**config.mk**
```make
export PLATFORM = sky130hd
export DESIGN_NAME = active_error_code_set_top
export DESIGN_NICKNAME = d
export VERILOG_FILES = /design/src/design/aecs_pkg.sv /design/src/design/aecs_table.sv /design/src/design/active_error_code_set_top.sv
export SDC_FILE = /design/constraint.sdc
export NUM_CORES = 1
export LEC_CHECK = 0
export BUFFER_PORTS_ARGS = -buffer_cell sky130_fd_sc_hd__buf_4
export CORE_ASPECT_RATIO = 0.6
export CORE_MARGIN = 2
export CORE_UTILIZATION = 55
export DETAILED_ROUTE_END_ITERATION = 7
export PLACE_DENSITY = 0.77
export RECOVER_POWER = 25
export SYNTH_ARGS = -nofsm -noshare
export SYNTH_HDL_FRONTEND = slang
export SYNTH_HIERARCHICAL = 1
export SYNTH_SLANG_ARGS = --single-unit
```
**constraint.sdc**
```tcl
create_clock -name i_clk -period 12.69 [get_ports i_clk]
set_input_delay 0.6345 -clock i_clk [delete_from_list [all_inputs] [get_ports i_clk]]
set_output_delay 0.6345 -clock i_clk [all_outputs]
set_load 0.02 [all_outputs]
```
**src/design/aecs_pkg.sv**
```systemverilog
`timescale 1ns / 1ps
`default_nettype none

package aecs_pkg;

    localparam int TABLE_DEPTH = 16;
    localparam int IDX_W       = $clog2(TABLE_DEPTH);
    localparam int CNT_W       = $clog2(TABLE_DEPTH + 1);
    localparam int CODE_W      = 16;

    typedef enum logic [1:0] {
        ACT_SET    = 2'd0,
        ACT_CLEAR  = 2'd1,
        ACT_REPORT = 2'd2,
        ACT_NONE   = 2'd3
    } t_action;

    typedef enum logic [1:0] {
        KIND_NOTICE = 2'd0,
        KIND_FATAL  = 2'd1,
        KIND_HEADER = 2'd2,
        KIND_ENTRY  = 2'd3
    } t_kind;

    typedef enum logic [2:0] {
        ST_IDLE,
        ST_SEARCH,
        ST_SHIFT,
        ST_HEADER,
        ST_REPORT
    } t_state;

    typedef struct packed {
        logic              we;
        logic [IDX_W-1:0]  waddr;
        logic [CODE_W-1:0] wdata;
        logic [IDX_W-1:0]  raddr;
    } t_tbl_ctrl;

endpackage

`default_nettype wire

```
**src/design/aecs_table.sv**
```systemverilog
`timescale 1ns / 1ps
`default_nettype none

module aecs_table (
    input  wire logic                       i_clk,
    input  wire aecs_pkg::t_tbl_ctrl        i_ctrl,
    input  wire logic [aecs_pkg::CODE_W-1:0] i_code,
    output logic      [aecs_pkg::CODE_W-1:0] o_rdata,
    output logic                             o_match
);

    logic [aecs_pkg::CODE_W-1:0] r_mem [aecs_pkg::TABLE_DEPTH];
    logic [aecs_pkg::CODE_W-1:0] r_rdata;

    // raddr names the entry wanted in the next cycle
    always_ff @(posedge i_clk) begin
        if (i_ctrl.we) begin
            r_mem[i_ctrl.waddr] <= i_ctrl.wdata;
        end
        r_rdata <= r_mem[i_ctrl.raddr];
    end

    assign o_rdata = r_rdata;
    assign o_match = (r_rdata == i_code);

endmodule

`default_nettype wire

```
**src/design/active_error_code_set_top.sv**
```systemverilog
`timescale 1ns / 1ps
`default_nettype none

// Set and clear walk the list one entry per cycle through a single compare port;
// busy holds until the walk ends, and a set that adds a code strobes its result as busy drops.
// Report: the header state strobes the header, then the report state strobes one entry per cycle.
// One word at a time; busy drops as the last result strobes, ready for the next word.
// The receiver cannot stall; each result is held for exactly one cycle.
// Synchronous active-low reset empties the list and returns the sequencer to idle.
module active_error_code_set_top (
    input  wire logic        i_clk,
    input  wire logic        i_rst_n,
    input  wire logic        start,
    output logic             busy,
    input  wire logic [1:0]  i_action,
    input  wire logic [15:0] i_error_code,
    output logic             o_result_valid,
    output logic [1:0]       o_result_kind,
    output logic [15:0]      o_reported_code,
    output logic [4:0]       o_active_count,
    output logic             o_any_error,
    output logic             o_last_of_run
);

    localparam int IDX_W = aecs_pkg::IDX_W;
    localparam int CNT_W = aecs_pkg::CNT_W;

    aecs_pkg::t_state          r_state, n_state;
    aecs_pkg::t_action         r_action, n_action;
    logic [15:0]               r_code, n_code;
    logic [CNT_W-1:0]          r_idx, n_idx;
    logic [CNT_W-1:0]          r_count, n_count;

    logic                      r_ov, n_ov;
    aecs_pkg::t_kind           r_kind, n_kind;
    logic [15:0]               r_ocode, n_ocode;
    logic [CNT_W-1:0]          r_ocnt, n_ocnt;
    logic                      r_last, n_last;

    aecs_pkg::t_tbl_ctrl       w_ctrl;
    logic [15:0]               w_rdata;
    logic                      w_match;
    logic [CNT_W-1:0]          w_idx_inc;
    logic                      w_accept;

    aecs_table u_table (
        .i_clk   (i_clk),
        .i_ctrl  (w_ctrl),
        .i_code  (r_code),
        .o_rdata (w_rdata),
        .o_match (w_match)
    );

    assign busy      = (r_state != aecs_pkg::ST_IDLE);
    assign w_accept  = start && !busy;
    assign w_idx_inc = r_idx + CNT_W'(1);

    always_ff @(posedge i_clk) begin
        if (!i_rst_n) begin
            r_state <= aecs_pkg::ST_IDLE;
            r_count <= '0;
            r_ov    <= 1'b0;
        end else begin
            r_state <= n_state;
            r_count <= n_count;
            r_ov    <= n_ov;
        end
    end

    always_ff @(posedge i_clk) begin
        r_action <= n_action;
        r_code   <= n_code;
        r_idx    <= n_idx;
        r_kind   <= n_kind;
        r_ocode  <= n_ocode;
        r_ocnt   <= n_ocnt;
        r_last   <= n_last;
    end

    always_comb begin
        n_state      = r_state;
        n_action     = r_action;
        n_code       = r_code;
        n_idx        = r_idx;
        n_count      = r_count;
        n_ov         = 1'b0;
        n_kind       = r_kind;
        n_ocode      = r_ocode;
        n_ocnt       = r_ocnt;
        n_last       = r_last;
        w_ctrl.we    = 1'b0;
        w_ctrl.waddr = r_count[IDX_W-1:0];
        w_ctrl.wdata = r_code;

        unique case (r_state)
            aecs_pkg::ST_IDLE: begin
                if (w_accept) begin
                    n_action = aecs_pkg::t_action'(i_action);
                    n_code   = i_error_code;
                    n_idx    = '0;
                    unique case (aecs_pkg::t_action'(i_action))
                        aecs_pkg::ACT_SET,
                        aecs_pkg::ACT_CLEAR:  n_state = aecs_pkg::ST_SEARCH;
                        aecs_pkg::ACT_REPORT: n_state = aecs_pkg::ST_HEADER;
                        default:              n_state = aecs_pkg::ST_IDLE;
                    endcase
                end
            end

            aecs_pkg::ST_SEARCH: begin
                if (r_idx == r_count) begin
                    // code absent: append on set, drop on clear
                    n_state = aecs_pkg::ST_IDLE;
                    if (r_action == aecs_pkg::ACT_SET) begin
                        w_ctrl.we = 1'b1;
                        n_ov      = 1'b1;
                        n_last    = 1'b1;
                        if (r_count == CNT_W'(aecs_pkg::TABLE_DEPTH - 1)) begin
                            n_count = '0;
                            n_kind  = aecs_pkg::KIND_FATAL;
                            n_ocode = '0;
                            n_ocnt  = '0;
                        end else begin
                            n_count = r_count + CNT_W'(1);
                            n_kind  = aecs_pkg::KIND_NOTICE;
                            n_ocode = r_code;
                            n_ocnt  = r_count + CNT_W'(1);
                        end
                    end
                end else if (w_match) begin
                    n_state = (r_action == aecs_pkg::ACT_CLEAR) ? aecs_pkg::ST_SHIFT
                                                                : aecs_pkg::ST_IDLE;
                end else begin
                    n_idx = w_idx_inc;
                end
            end

            aecs_pkg::ST_SHIFT: begin
                // move the next entry down over the removed one
                if (w_idx_inc >= r_count) begin
                    n_count = r_count - CNT_W'(1);
                    n_state = aecs_pkg::ST_IDLE;
                end else begin
                    w_ctrl.we    = 1'b1;
                    w_ctrl.waddr = r_idx[IDX_W-1:0];
                    w_ctrl.wdata = w_rdata;
                    n_idx        = w_idx_inc;
                end
            end

            aecs_pkg::ST_HEADER: begin
                n_ov    = 1'b1;
                n_kind  = aecs_pkg::KIND_HEADER;
                n_ocode = '0;
                n_ocnt  = r_count;
                n_last  = (r_count == '0);
                n_idx   = '0;
                n_state = (r_count == '0) ? aecs_pkg::ST_IDLE : aecs_pkg::ST_REPORT;
            end

            aecs_pkg::ST_REPORT: begin
                n_ov    = 1'b1;
                n_kind  = aecs_pkg::KIND_ENTRY;
                n_ocode = w_rdata;
                n_ocnt  = r_count;
                n_last  = (w_idx_inc == r_count);
                n_idx   = w_idx_inc;
                if (w_idx_inc == r_count) begin
                    n_state = aecs_pkg::ST_IDLE;
                end
            end

            default: n_state = aecs_pkg::ST_IDLE;
        endcase

        // fetch the entry that the next state compares, moves down or reports
        w_ctrl.raddr = (n_state == aecs_pkg::ST_SHIFT) ? n_idx[IDX_W-1:0] + IDX_W'(1)
                                                       : n_idx[IDX_W-1:0];
    end

    assign o_result_valid  = r_ov;
    assign o_result_kind   = r_kind;
    assign o_reported_code = r_ocode;
    assign o_active_count  = 5'(r_ocnt);
    assign o_any_error     = (r_ocnt != '0);
    assign o_last_of_run   = r_last;

    a_count_below_depth: assert property (@(posedge i_clk) disable iff (!i_rst_n)
        r_count < CNT_W'(aecs_pkg::TABLE_DEPTH))
        else $error("active count reached table depth");

    a_fatal_empties: assert property (@(posedge i_clk) disable iff (!i_rst_n)
        (o_result_valid && o_result_kind == aecs_pkg::KIND_FATAL) |->
        (o_active_count == 5'd0 && !o_any_error && o_last_of_run))
        else $error("fatal result does not report an empty list");

    a_report_header: assert property (@(posedge i_clk) disable iff (!i_rst_n)
        (w_accept && i_action == aecs_pkg::ACT_REPORT) |->
        ##2 (o_result_valid && o_result_kind == aecs_pkg::KIND_HEADER))
        else $error("report header missing two cycles after start");

    a_entry_nonempty: assert property (@(posedge i_clk) disable iff (!i_rst_n)
        (o_result_valid && o_result_kind == aecs_pkg::KIND_ENTRY) |-> o_any_error)
        else $error("report entry emitted from an empty list");

    a_idle_after_last: assert property (@(posedge i_clk) disable iff (!i_rst_n)
        (o_result_valid && o_last_of_run) |-> !busy)
        else $error("sequencer still busy after last result");

endmodule

`default_nettype wire

```
Word level (Yosys, flattened, before mapping)
Memory sizes are Yosys's and may differ from the RTL's. A register that Yosys moved wholly into a read port is not among the register bits. Cells that the tools add are included.

$add $sub $neg: 4. $lt $le $gt $ge: 1. Equal/unequal tests: 19. Mux-type cells: 40. Reduce and logical (&&, ||, !) cells: 19.

Operators with widths (count): 16-bit 2-to-1 mux (3); 16-bit case mux with 3 select lines (1); 5-bit 2-to-1 mux (8); 5-bit case mux with 5 select lines (1); 21-bit 2-to-1 mux (1); 20-bit 2-to-1 mux (1); 5-bit case mux with 2 select lines (2); 3-bit 2-to-1 mux (6); 16-bit == test (1); 3-bit case mux with 5 select lines (1); 2-bit != test, second input constant (7); 5-bit by 1-bit adder with 5-bit output, second input constant (2); 5-bit == test (2); 5-bit nonzero test (2); 3-bit by 2-bit == test with 1-bit output, second input constant (3); 1-bit 2-to-1 mux (7); 2-bit 2-to-1 mux (3); 2-bit case mux with 3 select lines (1); 3-bit AND reduction (2); 3-bit nonzero test (2); 5-bit by 4-bit == test with 1-bit output, second input constant (1); 5-bit >= comparator (1); 5-bit zero test (1); 5-bit AND reduction (1); other kinds (18) (23).

Bits in registers: 56. Bits in writable memories: 256. Input port bits: 21. Output and inout port bits: 27. Word-level logic and storage cells: 95. Memories: 1.

Memories: u_table.r_mem (words 16, bits a word 16, read ports 1, clocked after Yosys merged registers in 1, wr ports 1, RTL line aecs_table.sv:12) `logic [aecs_pkg::CODE_W-1:0] r_mem [aecs_pkg::TABLE_DEPTH];`.

Longest topological paths before layout
Gate-level depths: netlist (run 1).

Word-level depth: 7. Gate-level depth with buffers: 18. Depth with buffers taken out: 16.

Hierarchy
The synthesis (run 1) kept the hierarchy.

By module, submodules not included: aecs_table (times used 1, cells an instance 453, area an instance 10212.3 sq um, sequential area each 8007.7 sq um); active_error_code_set_top (times used 1, cells an instance 246, area an instance 2949.1 sq um, sequential area each 1551.5 sq um).

Least setup slack after synthesis (run 1)
OpenSTA, ideal clock, no wires.

Path kind: reg2reg. Start point: register r_idx[0]. End point: memory u_table/r_mem[0][0] in the netlist's numbering, enable pin. Library setup time: 0.409 ns. Arrival time: 3.906 ns. Required time: 12.281 ns. Setup slack: 8.375 ns. Stages on the path, launching flop included: 12. Buffers on the path: 1. Clock period less this slack: 4.315 ns. Cell sequence: dfxtp_1 > ha_1 > nand2b_1 > nand2_1 > ha_1 > a21o_1 > a31oi_1 > o211ai_2 > clkbuf_1 > mux2_2 > or3b_2 > nor3_1.

RTL lines: from (decl) (RTL line active_error_code_set_top.sv:31) `logic [CNT_W-1:0] r_idx, n_idx;`; from (signal assigned) (RTL line active_error_code_set_top.sv:73) `r_idx <= n_idx;`; to (decl) (RTL line aecs_table.sv:12).

==> results_dict.tcl, run 1 <==
set metrics [dict create \
    internal_power_mw 1.87 \
    syn_nets 730 \
    critPathKind "flop to flop" \
    synth_area_um2 13200 \
    routedWlPerCell_um 26.3 \
    drtIter0Drc 713 \
    tightest_slew_ps 2730 \
    post-dp-hpwl_um 17900 \
    clock_latency_ps 560 \
    ys_seq_elements 328 \
    cts_made_buffers 28 \
    place_area_um2 13900 \
    cts.sinks 328 \
    cap_viol_max_count 2 \
    r2r_slack_ps 6360 \
    die-width_um 204 \
    overflow 0 \
    powerDensity_nw_per_um2 171 \
    synth_area_leaders "edfxtp_1, mux4_2, dfxtp_1, mux4_1, mux2_2" \
    pwr-share-clk_pct 32.6 \
    slew-limit-headroom_pct -84.2 \
    rsz0062_at_grt "no" \
    async_flop_share_pct 0 \
    required_ps 13090 \
    skew_ps 11.0 \
    final_net_count 796 \
    hold_violations 0 \
    syn_avg_cell_area_um2 18.8 \
    p_sw_uw 628 \
    antenna_found_initial 0 \
    cp-startpoint "r_idx[0]" \
    peakVddDrop_v 0.000134 \
    routed_wl_um 28900 \
    drc 0 \
    num_vias 6942 \
    synth.distinct_cells 53 \
    core-area_um2 23300 \
    firstDrtPassIters 5 \
    layout_common_cells "edfxtp_1, mux4_2, clkbuf_1" \
    die_h_um 124 \
    tns_ps 0 \
    pwr-share-seq_pct 51.1 \
    hp-class "primary input to flop" \
    r2r_cells 15 \
    reg2reg_from "r_idx[0]" \
    yosys_warnings 6 \
    synth_edf_count 299 \
    yosys_most_used_dff "edfxtp_1" \
    ioPinCount 48 \
    design_area_um2 14600 \
    num_rows 43 \
    grt_max_degree 49 \
    track_usage_pct 23.7 \
    postSynthCellCount 699 \
    htreeDepth 1 \
    yosysSeqAreaShare_pct 72.6 \
    worstSetupStartpointType "flop" \
    via_per_inst 6.31 \
    cp.arrival_ps 6740 \
    holdPathStages 1 \
    postRouteAntennaNets 0 \
    switching_share_pct 25.1 \
    hold_buffers 0 \
    die-area_um2 25200 \
    fmax_mhz 158 \
    diodes 0 \
    cts_resized 0 \
    grt_pass1_vias 6758 \
    final_common_cell "edfxtp_1" \
    clk_path_buf_depth 3 \
    p_leak_nw 4.77 \
    crit_path_end "u_table/o_rdata[6]" \
    power_frac_comb_pct 16.3 \
    post-cts-setup-buffers 0 \
    setup_viol 0 \
    failed_checks "max-capacitance violations, max-slew violations" \
    cp_max_fo 48 \
    status "finished with violations" \
    yosys.area.top_type "edfxtp_1" \
    start_util_pct 56.5 \
    cts_root_buf "clkbuf_16" \
    fin_crit_sh_pct 49.9 \
    port_buffers 47 \
    r2r_end "u_table/o_rdata[6]" \
    gp_congestion 0.902 \
    area_growth_pct 11.3 \
    drive_gt1_share_pct 20.9 \
    slew_violations 42 \
    clk_pin_slew_ps 70 \
    synth_top_area_share_pct 68.2 \
    period_needed_ps 6330 \
    cts_tree "built" \
    grt_pass1_wl_um 42700 \
    endpoint_kind "flop" \
]
-- flip-flops by register name, summed over array words and instances (netlist names) --
| signal | flops |
|---|---|
| u_table/r_mem | 256 |
| o_reported_code | 16 |
| r_code | 16 |
| u_table/o_rdata | 16 |
| o_active_count | 5 |
| r_count | 5 |
| r_idx | 5 |
| r_state | 3 |
| o_result_kind | 2 |
| r_action | 2 |
| o_last_of_run | 1 |
| o_result_valid | 1 |
-- worst max-delay path, cell delays in order, from the launching register on --
cell,delay (ps)
dfxtp_1,490
ha_1,260
nand2b_1,150
nand2_1,70
ha_1,320
a21o_1,120
a31oi_1,60
o211ai_2,180
clkbuf_1,950
nand3_1,450
mux2i_4,410
xor2_4,720
buf_4,840
mux4_1,640
a22oi_1,280
nand2_1,190
-- how the worst min path moves through the flow --
stage	end	start
after floorplan	o_reported_code[0]	u_table/o_rdata[0]
after global placement	o_reported_code[10]	u_table/o_rdata[10]
after detailed placement	o_reported_code[10]	u_table/o_rdata[10]
after CTS	r_code[0]	i_error_code[0]
after global routing	r_code[0]	i_error_code[0]
final	r_code[5]	i_error_code[5]
-- cells in the mapped netlist, drive strengths merged (7+ instances only) --
cell,n
buf,15
a21oi,10
nor3,10
nand4,7
edfxtp,299
nor2,27
nand3,10
a22oi,32
dfxtp,29
xnor2,24
clkbuf,16
ha,10
a22o,18
nand2,34
mux2,22
o21ai,10
mux4,64
inv,12
-- cells by family after synthesis --
| family | Yosys count | share of synthesized area, % |
|---|---|---|
| compound gates | 89 | 5.13 |
| xor+xnor | 28 | 1.92 |
| fa+ha+maj | 10 | 0.951 |
| buf+inv | 43 | 1.68 |
| flops | 328 | 72.6 |
| mux | 87 | 13.3 |
| simple gates | 114 | 4.39 |
-- final cells by class --
class,instances,area (um^2)
multi-input cells,328,3410
well taps,315,394
clock buffers,34,723
flip-flops and latches,328,9560
inverters,12,45.0
clock inverters,16,134
repair buffers,67,383
fillers,1633,8650
-- through the flow --
step	setup slack, ps	instances	util [%]	power (mW)	hold slack (ps)
2_1_floorplan	8370	699	-	1.61	567
3_3_place_gp	7350	1050	59.8	1.70	598
3_5_place_dp	7150	1050	59.8	1.71	599
4_1_cts	7170	1100	63.5	2.52	232
5_1_grt	5790	1100	62.9	2.59	252
6_report	6360	1100	62.9	2.50	274
-- power by group through the flow --
stage,Combinational [mW],Clock [mW],Sequential [mW]
final,0.407,0.816,1.28
after global routing,0.440,0.868,1.28
after CTS,0.413,0.827,1.28
after floorplan,0.333,0,1.28
after detailed placement,0.412,0,1.30
after global placement,0.401,0,1.30
-- metal layers --
metal | routed length (um) | GRT usage (%) | up-vias
met1 | 12500 | 35.3 | 3528
met3 | 3580 | 7.27 | 51
met4 | 496 | 5.06 | 0
met5 | 0 | 0 | -
li1 | - | - | 2962
met2 | 12300 | 34.8 | 401
(Power assumes the default switching activity.)
==> run 2, diff against run 1 <==
==> constraint.sdc (replaced) <==
create_clock -name i_clk -period 6 [get_ports i_clk]
set_input_delay 0.3 -clock i_clk [delete_from_list [all_inputs] [get_ports i_clk]]
set_output_delay 0.3 -clock i_clk [all_outputs]
set_load 0.02 [all_outputs]
==> run 2 against run 1 <==
Net effect:
- the run still ends with max-capacitance violations, max-slew violations left
- power rose by 120%
- sequential share of layout area decreased by 1.7 points
- maximum frequency is 34% higher
- via count increased by 0.84%
- wire length grew 1.4%
- hold slack gained 200 ps
- first-iteration DRC count is 23% higher
- sequential cell count did not move
- critical path depth unchanged
- count of clock-buffer cells in the layout is 1 higher
- largest power group unchanged
==> results_dict.tcl, run 2 (synthesis results as in run 1) <==
set metrics [dict create \
    hp-class "primary input to flop" \
    postRouteAntennaNets 0 \
    clock_latency_ps 580 \
    layout_common_cells "edfxtp_1, mux4_2, clkbuf_1" \
    cts_resized 0 \
    die-area_um2 25200 \
    drc 0 \
    stdcell_count 1129 \
    num_rows 43 \
    whs_ps 474 \
    via_per_inst 6.20 \
    status "finished with violations" \
    required_ps 6500 \
    start_util_pct 56.5 \
    gp_congestion 0.878 \
    final-seq-area_um2 9560 \
    fin_crit_sh_pct 79.0 \
    drive_gt1_share_pct 21.4 \
    slew_violations 42 \
    die_h_um 124 \
    powerDensity_nw_per_um2 367 \
    tightest_slew_ps 2820 \
    grt_pass1_wl_um 43500 \
    grt_pass1_vias 6931 \
    rsz0062_at_grt "no" \
    final_util_pct 64.6 \
    cap_viol_max_count 2 \
    slew-limit-headroom_pct -89.7 \
    endpoint_kind "flop" \
    grt_max_degree 43 \
    design_area_um2 15000 \
    worstSetupStartpointType "flop" \
    cts_root_buf "clkbuf_16" \
    crit_chain "xnor2_1, nand4_1, nor4_1, nor2_1, o31ai_2, nand3_1, mux2i_1, inv_1, ha_1, nor2b_1, xnor2_1, nor2b_1, buf_4, a22oi_1, nand2_1" \
    track_usage_pct 24.0 \
    port_buffers 47 \
    htreeDepth 1 \
    fmax_mhz 211 \
    fill_cells 1586 \
    failed_checks "max-capacitance violations, max-slew violations" \
    cts.sinks 328 \
    antenna_found_initial 0 \
    setup_viol 0 \
    num_vias 7000 \
    routed_wl_um 29300 \
    overflow 0 \
    layout_setup_ws_ps 1260 \
    hold_buffers 19 \
    critical-path-max-stage-delay_ps 630 \
    ioPinCount 48 \
    area_growth_pct 14.3 \
    placed_cells 1057 \
    skew_ps 18.6 \
    cp.arrival_ps 5240 \
    top_register "u_table/r_mem" \
    critPathKind "flop to flop" \
    core-area_um2 23300 \
    routedWlPerCell_um 26.0 \
    cts_tree "built" \
    tns_ps 0 \
    slowest_stage "mux2i_1" \
    die-width_um 204 \
    multiInputGateArea_um2 3380 \
    cp_max_fo 11 \
    hold_violations 0 \
    period_needed_ps 4740 \
    final_common_cell "edfxtp_1" \
    power.total_mw 5.53 \
    place_area_um2 14100 \
    firstDrtPassIters 7 \
    clk_pin_slew_ps 70 \
    p_leak_nw 4.96 \
    drtIter0Drc 875 \
    cts_made_buffers 29 \
    clk_path_buf_depth 3 \
    final_net_count 823 \
    post-dp-hpwl_um 18400 \
    diodes 0 \
    peakVddDrop_v 0.000243 \
    post-cts-setup-buffers 0 \
    place_ws_ps 1660 \
    largest_reg_flops 256 \
]
-- run 2: cell types whose count changed in the layout (fill, tap and decap cells not counted), sizes merged --
cell / previous run / this run
dlygate4sd3: 0 / 19
buf: 21 / 29
clkinv: 14 / 11
bufinv: 2 / 4
clkinvlp: 0 / 2
inv: 12 / 13
-- run 2: path summary, 6_finish.rpt --
| check | startpoint | endpoint | slack (ps) | cells past startpoint |
|---|---|---|---|---|
| max | r_code[6] | u_table/o_rdata[8] | 1260 | 15 |
| min | i_error_code[4] | r_code[4] | 470 | 2 |
| max reg2reg | r_code[6] | u_table/o_rdata[8] | 1260 | 15 |
| min reg2reg | u_table/o_rdata[12] | o_reported_code[12] | 630 | 1 |
-- run 2: area by class of cell --
type                            count  share of cell area [%]
Clock buffer                       35                    4.97
Tap cell                          315                    2.62
Sequential cell                   328                    63.5
Clock inverter                     18                    1.38
Multi-Input combinational cell    328                    22.5
Inverter                           12                   0.299
Timing Repair Buffer               93                    4.71
-- run 2: where the power goes --
| part | switching (mW) | total [mW] | leakage (nW) | internal [mW] |
|---|---|---|---|---|
| Combinational | 0.462 | 0.939 | 1.55 | 0.477 |
| Sequential | 0.0933 | 2.70 | 2.94 | 2.61 |
| Clock | 0.820 | 1.89 | 0.469 | 1.07 |
-- run 2: layer usage --
layer	up-vias	track usage (%)	wire [um]
met5	-	0	0
met4	0	5.61	574
met3	48	5.15	3230
met2	361	35.9	12700
met1	3567	36.7	12800
li1	3024	-	-
-- run 2: worst max-delay path, delay by kind of cell (launching register included) --
kind                     cells  cell delay, ps
multiplexers                 1             630
adder cells (fa/ha/maj)      1             240
AO/OA/AOI/OAI                2             260
buffers and inverters        2             490
AND/OR/NAND/NOR              7            2110
XOR/XNOR                     2             480
flip-flops                   1             460
